==> config.mk <==
export PLATFORM = sky130hd
export DESIGN_NAME = xxk_expand
export DESIGN_NICKNAME = d
export VERILOG_FILES = /design/src/rtl/core/xxk_pkg.sv /design/src/rtl/core/xxk_expand.sv
export SDC_FILE = /design/constraint.sdc
export NUM_CORES = 1
export LEC_CHECK = 0
export BUFFER_PORTS_ARGS = -buffer_cell sky130_fd_sc_hd__buf_2
export CELL_PAD_IN_SITES_DETAIL_PLACEMENT = 1
export CELL_PAD_IN_SITES_GLOBAL_PLACEMENT = 1
export CORE_ASPECT_RATIO = 1.4
export CORE_UTILIZATION = 43
export CTS_CLUSTER_SIZE = 16
export DETAILED_ROUTE_END_ITERATION = 16
export PLACE_DENSITY = 0.89
export SETUP_SLACK_MARGIN = 0.02
export SLEW_MARGIN = 20
export SYNTH_ARGS = -nofsm -noshare
export SYNTH_HDL_FRONTEND = slang
export SYNTH_SLANG_ARGS = --single-unit
==> constraint.sdc <==
create_clock -name clk -period 7.5 [get_ports clk]
set_input_delay 0.375 -clock clk [delete_from_list [all_inputs] [get_ports clk]]
set_output_delay 0.375 -clock clk [all_outputs]
set_load 0.05 [all_outputs]
==> src/rtl/core/xxk_pkg.sv <==
// shared constants and types of the xxtea keyed stream descrambler
package xxk_pkg;

  localparam int DATA_W        = 32;
  localparam int KEY_WORDS     = 1024;
  localparam int FULL_WORDS    = 512;
  localparam int SPARSE_STRIDE = 64;
  localparam int XX_ROUNDS     = 6;
  localparam int KEY_AW        = $clog2(KEY_WORDS);
  localparam int ROUND_W       = (XX_ROUNDS > 1) ? $clog2(XX_ROUNDS) : 1;
  localparam int POS_W         = $clog2(FULL_WORDS + SPARSE_STRIDE + 1);
  localparam int CFG_IW        = 3;

  localparam logic [DATA_W-1:0] XX_DELTA = 32'h9e37_79b9;

  // configuration register indexes
  localparam logic [CFG_IW-1:0] REG_KEY_PART_0 = 3'd0;
  localparam logic [CFG_IW-1:0] REG_KEY_PART_1 = 3'd1;
  localparam logic [CFG_IW-1:0] REG_KEY_PART_2 = 3'd2;
  localparam logic [CFG_IW-1:0] REG_KEY_PART_3 = 3'd3;

  typedef logic [3:0][DATA_W-1:0] key_t;

  // one cycle's worth of long-key memory traffic
  typedef struct packed {
    logic              we;
    logic [KEY_AW-1:0] waddr;
    logic [DATA_W-1:0] wdata;
    logic              re;
    logic [KEY_AW-1:0] raddr;
  } ram_req_t;

endpackage

==> src/rtl/core/xxk_expand.sv <==
// long-key expansion engine: xxtea rounds over the key memory, one word a cycle
module xxk_expand import xxk_pkg::*; (
  input  logic              clk,
  input  logic              rst,
  input  logic              restart,
  input  key_t              key_part,
  input  logic [DATA_W-1:0] rdata,
  output ram_req_t          req,
  output logic              key_ready
);

  typedef enum logic [2:0] {
    EX_IDLE  = 3'b001,
    EX_PRIME = 3'b010,
    EX_STEP  = 3'b100
  } ex_state_t;

  localparam logic [KEY_AW-1:0]  P_LAST   = KEY_AW'(KEY_WORDS - 1);
  localparam logic [KEY_AW-1:0]  P_PENULT = KEY_AW'(KEY_WORDS - 2);
  localparam logic [ROUND_W-1:0] R_LAST   = ROUND_W'(XX_ROUNDS - 1);

  ex_state_t         st;
  logic [KEY_AW-1:0] p;
  logic [ROUND_W-1:0] round;
  logic [DATA_W-1:0] sum;
  logic [DATA_W-1:0] cur;        // old value of entry p
  logic [DATA_W-1:0] z;          // last word written
  logic [DATA_W-1:0] first_new;  // entry 0 as written this round

  logic [DATA_W-1:0] y_eff;
  logic [DATA_W-1:0] mix_val;
  logic [DATA_W-1:0] new_word;
  logic [1:0]        key_sel;
  logic [KEY_AW-1:0] read_addr;

  // the first round treats every unwritten entry as zero instead of reading the table
  always_comb begin
    if (p == P_LAST) begin
      y_eff = first_new;
    end else if (round == '0) begin
      y_eff = '0;
    end else begin
      y_eff = rdata;
    end
    key_sel  = p[1:0] ^ sum[3:2];
    mix_val  = (((z >> 5) ^ (y_eff << 2)) + ((y_eff >> 3) ^ (z << 4))) ^
               ((sum ^ y_eff) + (key_part[key_sel] ^ z));
    new_word = cur + mix_val;
  end

  // read address runs two entries ahead of the write, so entry p+1 is at hand for entry p
  always_comb begin
    if (st == EX_PRIME) begin
      read_addr = KEY_AW'(1);
    end else if (p == P_PENULT) begin
      read_addr = '0;
    end else if (p == P_LAST) begin
      read_addr = KEY_AW'(1);
    end else begin
      read_addr = p + KEY_AW'(2);
    end
    req.we    = (st == EX_STEP);
    req.waddr = p;
    req.wdata = new_word;
    req.re    = (st == EX_PRIME) || (st == EX_STEP);
    req.raddr = read_addr;
  end

  assign key_ready = (st == EX_IDLE);

  always_ff @(posedge clk) begin
    if (rst) begin
      st <= EX_PRIME;
    end else if (restart) begin
      st <= EX_PRIME;
    end else begin
      unique case (st)
        EX_IDLE: begin
          st <= EX_IDLE;
        end
        EX_PRIME: begin
          st <= EX_STEP;
        end
        EX_STEP: begin
          if (p == P_LAST && round == R_LAST) begin
            st <= EX_IDLE;
          end
        end
        default: begin
          st <= EX_PRIME;
        end
      endcase
    end
  end

  always_ff @(posedge clk) begin
    if (st == EX_PRIME) begin
      p     <= '0;
      round <= '0;
      sum   <= XX_DELTA;
      cur   <= '0;
      z     <= '0;
    end else if (st == EX_STEP) begin
      cur <= y_eff;
      z   <= new_word;
      if (p == '0) begin
        first_new <= new_word;
      end
      if (p == P_LAST) begin
        p     <= '0;
        round <= round + ROUND_W'(1);
        sum   <= sum + XX_DELTA;
      end else begin
        p <= p + KEY_AW'(1);
      end
    end
  end

  a_prime_to_step: assert property (@(posedge clk) disable iff (rst)
    (st == EX_PRIME && !restart && !rst) |=> (st == EX_STEP && p == '0 && round == '0))
    else $error("expansion did not start at entry zero of round zero");

  a_last_step_done: assert property (@(posedge clk) disable iff (rst)
    (st == EX_STEP && p == P_LAST && round == R_LAST && !restart) |=> key_ready)
    else $error("long key not marked ready after final round");

  a_restart: assert property (@(posedge clk) disable iff (rst)
    restart |=> (st == EX_PRIME && !key_ready))
    else $error("key write did not restart expansion");

endmodule

==> impl_results.md, run 1 <==
* Synth area leaders: sky130_fd_sc_hd__dfxtp_1 18%, sky130_fd_sc_hd__xnor2_1 13%, sky130_fd_sc_hd__ha_1 11%
* Timing-limited maximum frequency at 138 MHz
* Register area share after synthesis at 25.5%
* Hold Crit Start: rst
* Initial cell density of the core at 43.9%
* Register bit total from synthesis at 144
* Average wire per standard cell at 24.5 µm
* Fraction of layout instances using a drive strength above 1 at 22.8%
* Total design power at 0.00263 W
* Floorplan die width at 146 µm
* Layout filler cell count at 3,462
* Number of hold violations in the final report at 0
* Die Height at 204 µm
* Area inside the core boundary at 28,600 µm²
* WP data arrival at 6.85 ns
* Leakage power total at 6.66 nW
* Clock insertion delay at the later pin of the skew report at 0.45 ns
* Largest clock skew in the final design at 0.00982 ns
* Max-capacitance violation count at 0
* Max FO, Critical Path at 9
* Relative max-transition margin at 28.3%
* Most common library cells after synthesis: 185 x sky130_fd_sc_hd__xnor2_1, 144 x sky130_fd_sc_hd__nand2_1, 121 x sky130_fd_sc_hd__a21oi_1, 112 x sky130_fd_sc_hd__dfxtp_1, 107 x sky130_fd_sc_hd__nor2_1
* Worst R2R Setup Slack at 1.01 ns
* Cell taking the most area after synthesis: sky130_fd_sc_hd__dfxtp_1
* Worst min path class: primary input to flop
* Worst reg2reg endpoint: z[31]
* I/O pin count at 218
* Count of vias placed by the detailed router at 12,700
* Final-layout setup total negative slack at 0 ns
* Average cell area after synthesis at 8.63 µm²
* Max-slew violation total from the final report at 0
* Number of cells traversed by the worst hold path at 2
* Antenna violations before repair at 0
* Shortest clock period the worst path allows after layout at 7.22 ns
* Drt total wl at 50,900 µm
* Row count at 73
* Max VDD drop at 0.159 mV
* Number of nets in the layout at 1,959
* Starting DRT DRC Count at 756
* Detail Route Antenna Nets at 0
* Worst-Margin Slew at 1.08 ns
* Mapped Area at 12,500 µm²
* Number of distinct library cells after synthesis at 73
* Port bufs at 217
* Clk root buf: sky130_fd_sc_hd__clkbuf_16
* Syn Nets at 1,726
* CTS sink cnt at 144
* Top-count cell post-synth: sky130_fd_sc_hd__xnor2_1
* Routability-driven placement congestion ratio at 0.973
* Detailed placer's ending HPWL at 38,100 µm
* Async SR Flop Fraction at 0%
* Category of the worst setup path launch point: flop
* Hold worst-path end: st[0]
* Overall global routing resource usage at 33.7%
* Reg2reg start: p[6]
* Most frequently used flop master after synthesis: sky130_fd_sc_hd__dfxtp_1
* Number of antenna repair diodes at 0
* Fraction of synthesized cell area taken by the top area cell type at 17.9%
* Layout overhead on the synthesized area at 20.5%
* Number of global-route vias before repair at 13,600
* Number of warnings reported in the yosys synthesis log at 0
* DRC violations left at 0
* Remaining global-route overflow at 0
* Length of the first detailed-routing pass in iterations at 6
* Register-to-Register Path Depth at 26
* H-tree level count at 4
* Count of hold-fix buffers inserted at cts at 0
* Floorplan die area at 29,900 µm²
* Cts bufs inserted at 17
* Post-route clock period utilization at 96.3%
* Crit end category: output port
* Global-route wire length before repair at 76,500 µm
* Number of buffers on the longest clock path at 2
* Final setup viols at 0
* Count of flip-flops with a built-in enable after synthesis at 32
* Power per cell area at 174 nW/µm²
* Req. time, crit path at 7.12 ns
* Largest net degree at the start of global routing at 64
* Synth Instances at 1,454
* Status: finished clean
* Clock transition time at the flip-flop clock pins of the worst setup and hold paths at 0.06 ns
* Average vias per placed instance at 6.10
* CTS tree: yes
* Startpoint-to-endpoint class of the critical path: flop to output port
==> worst max-delay path by stage <==
stage,startpoint,to,slack (ns),cells past startpoint
floorplan,p[4],req[41],0.45,29
global placement,p[4],req[41],0.36,27
detailed placement,p[4],req[41],0.15,29
CTS,p[4],req[41],0.002,27
global route,p[6],req[40],-0.04,27
finish,p[6],req[42],0.28,26
==> worst max-delay path, stage by stage, from the launching register on <==
cell	delay (ns)
sky130_fd_sc_hd__dfxtp_1	0.42
sky130_fd_sc_hd__and3_2	0.27
sky130_fd_sc_hd__and3_4	0.27
sky130_fd_sc_hd__and4_4	0.37
sky130_fd_sc_hd__nor2_1	0.09
sky130_fd_sc_hd__a21oi_2	0.26
sky130_fd_sc_hd__inv_1	0.09
sky130_fd_sc_hd__ha_1	0.23
sky130_fd_sc_hd__inv_1	0.09
sky130_fd_sc_hd__fa_1	0.21
sky130_fd_sc_hd__nor2b_1	0.06
sky130_fd_sc_hd__o21ai_0	0.30
sky130_fd_sc_hd__a21boi_1	0.17
sky130_fd_sc_hd__o22ai_2	0.24
sky130_fd_sc_hd__o21ai_0	0.18
sky130_fd_sc_hd__xnor2_1	0.30
sky130_fd_sc_hd__xnor2_2	0.19
sky130_fd_sc_hd__ha_2	0.38
sky130_fd_sc_hd__a21oi_1	0.25
sky130_fd_sc_hd__o21ai_1	0.17
sky130_fd_sc_hd__a221oi_1	0.28
sky130_fd_sc_hd__a21bo_2	0.29
sky130_fd_sc_hd__a31o_2	0.29
sky130_fd_sc_hd__a21oi_1	0.25
sky130_fd_sc_hd__o21ai_0	0.15
sky130_fd_sc_hd__xnor3_1	0.28
sky130_fd_sc_hd__buf_2	0.29
==> per-stage QoR <==
step / hold slack, ns / instances / cell area, µm² / setup WS [ns] / util (%)
floorplan: 0.432 / 1454 / 12500 / 0.447 / -
global placement: 0.440 / 2031 / 14300 / 0.357 / 49.8
finish: 0.101 / 2075 / 15100 / 0.278 / 52.9
detailed placement: 0.455 / 2031 / 14300 / 0.147 / 49.8
global route: 0.107 / 2075 / 15100 / -0.0357 / 52.9
CTS: 0.0992 / 2069 / 15000 / 0.00235 / 52.4
==> sequential cells by signal (all words and copies together) (netlist names) <==
register / flops
p: 10
sum: 32
st: 3
round: 3
z: 32
first_new: 32
cur: 32
==> where the power goes <==
part           total [W]  internal, W  switching, W
clock network   0.000927     0.000553      0.000375
registers       0.000831     0.000814     0.0000174
logic           0.000866     0.000290      0.000576
total            0.00263      0.00166      0.000968
==> layout make-up <==
class / count / area (µm²) / area share (%)
Clock buffer: 20 / 468 / 3.10
Clock inverter: 12 / 156 / 1.03
Inverter: 49 / 184 / 1.22
Multi-Input combinational cell: 1203 / 9100 / 60.2
Sequential cell: 144 / 3210 / 21.2
Tap cell: 375 / 469 / 3.10
Timing Repair Buffer: 272 / 1530 / 10.1
==> routing by layer <==
metal / part of all wire [%] / vias to the layer above / global-route usage [%] / wire length, µm
met5: 0 / - / 0 / 0
met4: 7.6 / 0 / 23.3 / 3870
met3: 5.1 / 200 / 4.46 / 2590
met2: 51 / 532 / 62.2 / 25900
met1: 36 / 6238 / 35.3 / 18500
li1: - / 5692 / - / -
==> placed cells by master, fill, tap and decap left out, types with 12 or more instances in the layout <==
cell                        Yosys  routed
sky130_fd_sc_hd__a21o_1        47      47
sky130_fd_sc_hd__a21oi_1      121     108
sky130_fd_sc_hd__a21oi_2        2      14
sky130_fd_sc_hd__a22o_1        30      30
sky130_fd_sc_hd__a31oi_1       13      13
sky130_fd_sc_hd__and3_1        16      14
sky130_fd_sc_hd__buf_2          5     214
sky130_fd_sc_hd__buf_4          1      54
sky130_fd_sc_hd__clkbuf_16      0      18
sky130_fd_sc_hd__dfxtp_1      112     109
sky130_fd_sc_hd__edfxtp_1      32      32
sky130_fd_sc_hd__ha_1         106     105
sky130_fd_sc_hd__inv_1         49      49
sky130_fd_sc_hd__mux4_2        32      32
sky130_fd_sc_hd__nand2_1      144     144
sky130_fd_sc_hd__nand3_1       28      27
sky130_fd_sc_hd__nand4_1       16      16
sky130_fd_sc_hd__nor2_1       107     105
sky130_fd_sc_hd__nor2b_1       12      12
sky130_fd_sc_hd__nor3_1        14      13
sky130_fd_sc_hd__o21ai_0       81      80
sky130_fd_sc_hd__o21ai_1       16      17
sky130_fd_sc_hd__xnor2_1      185     182
sky130_fd_sc_hd__xor2_1        86      85
==> timing repair <==
action / CTS / global route
buffers inserted: 5 / 6
gates cloned: 1 / 0
gates resized for setup: 13 / 27
pin swaps: 2 / 6
setup endpoints to repair: 12 / 14
==> cells by family (layout without fill, tap and decap cells) <==
group                    after synthesis  count (layout)  synth area share [%]
AO/OA/AOI/OAI                        398             398                  20.8
XOR/XNOR                             273             273                  19.3
adder cells (fa/ha/maj)              109             109                  11.0
buffers and inverters                108             353                  3.31
flip-flops                           144             144                  25.5
multiplexers                          32              32                  5.74
AND/OR/NAND/NOR                      390             391                  14.3
Note: power is estimated with default switching activity, not from simulation.
==> inputs of run 2 (changes only) <==
==> constraint.sdc (replaced) <==
create_clock -name clk -period 7.5 [get_ports clk]
set_input_delay 1.5 -clock clk [delete_from_list [all_inputs] [get_ports clk]]
set_output_delay 1.5 -clock clk [all_outputs]
set_load 0.05 [all_outputs]
==> impl_results.md, run 2 <==
* Status: did not finish (was finished clean)
* Last stage reached: global routing (5_1_grt)
* Tool Error: [ERROR GRT-0232] Routing congestion too high. Check the congestion heatmap in the GUI.
* Port bufs at 217 (unchanged)
* Cts bufs inserted at 17 (unchanged)
* Synth area leaders: sky130_fd_sc_hd__dfxtp_1 18%, sky130_fd_sc_hd__xnor2_1 13%, sky130_fd_sc_hd__ha_1 11% (unchanged)
* Remaining global-route overflow at 509
* Overall global routing resource usage at 78.8%
* Register area share after synthesis at 25.5% (unchanged)
* Worst endpoint from the post-global-route timing repair: req[41]
* Worst Setup Slack post-DPL at -0.756 ns (was 0.147 ns)
* H-tree level count at 4 (unchanged)
* Number of distinct library cells after synthesis at 73 (unchanged)
* Most frequently used flop master after synthesis: sky130_fd_sc_hd__dfxtp_1 (unchanged)
* Top-count cell post-synth: sky130_fd_sc_hd__xnor2_1 (unchanged)
* Worst EP Category: primary output
* Mapped Area at 12,500 µm² (unchanged)
* Count of flip-flops with a built-in enable after synthesis at 32 (unchanged)
* Synth Instances at 1,454 (unchanged)
* Row count at 73 (unchanged)
* Number of warnings reported in the yosys synthesis log at 0 (unchanged)
* I/O pin count at 218 (unchanged)
* Async SR Flop Fraction at 0% (unchanged)
* Largest net degree at the start of global routing at 64
* Area fraction in and, or, nand and nor cells after synthesis at 14.3% (unchanged)
* Fraction of synthesized cell area taken by the top area cell type at 17.9% (unchanged)
* Floorplan die width at 146 µm (unchanged)
* Clk root buf: sky130_fd_sc_hd__clkbuf_16 (unchanged)
* Detailed placer's ending HPWL at 46,000 µm (was 38,100 µm)
* Combinational family with the most area after synthesis: compound AO/OA/AOI/OAI gates (unchanged)
* Compound-Gate Fraction of Synth Area at 20.8% (unchanged)
* Syn Nets at 1,726 (unchanged)
* Number of buffers on the longest clock path at 2 (unchanged)
* Placed Instance Area at 16,500 µm² (was 14,300 µm²)
* Routability-driven placement congestion ratio at 0.968 (was 0.973)
* Average cell area after synthesis at 8.63 µm² (unchanged)
* Post-Synth XOR/XNOR Area at 19.3% (unchanged)
* CTS sink cnt at 144 (unchanged)
* Cell taking the most area after synthesis: sky130_fd_sc_hd__dfxtp_1 (unchanged)
* Initial cell density of the core at 43.9% (unchanged)
* Die Height at 204 µm (unchanged)
* Most common library cells after synthesis: 185 x sky130_fd_sc_hd__xnor2_1, 144 x sky130_fd_sc_hd__nand2_1, 121 x sky130_fd_sc_hd__a21oi_1, 112 x sky130_fd_sc_hd__dfxtp_1, 107 x sky130_fd_sc_hd__nor2_1 (unchanged)
* Mux share of post-synthesis cell area at 5.74% (unchanged)
* Adder-cell share of the synthesized area at 11.0% (unchanged)
* Register bit total from synthesis at 144 (unchanged)
==> run 2: cells by family after synthesis <==
kind of cell,count (synthesis)
compound gates,398
simple gates,390
xor+xnor,273
flops,144
fa+ha+maj,109
buf+inv,108
mux,32
==> run 2: layer usage <==
layer,GRT usage [%],overflow
met1,75.9,5
met2,101,370
met3,57.6,3
met4,87.5,131
met5,13.5,0
==> run 2: timing repair <==
| action | CTS |
|---|---|
| buffers inserted | 23 |
| pin swaps | 64 |
| endpoints found under the setup margin | 21 |
| hold buffers | 0 |
| resized for setup | 143 |
==> run 2: metrics by stage <==
step | util, % | cells
3_5_place_dp | 57.7 | 2296
2_1_floorplan | - | 1454
3_3_place_gp | 57.7 | 2296
4_1_cts | 62.7 | 2351
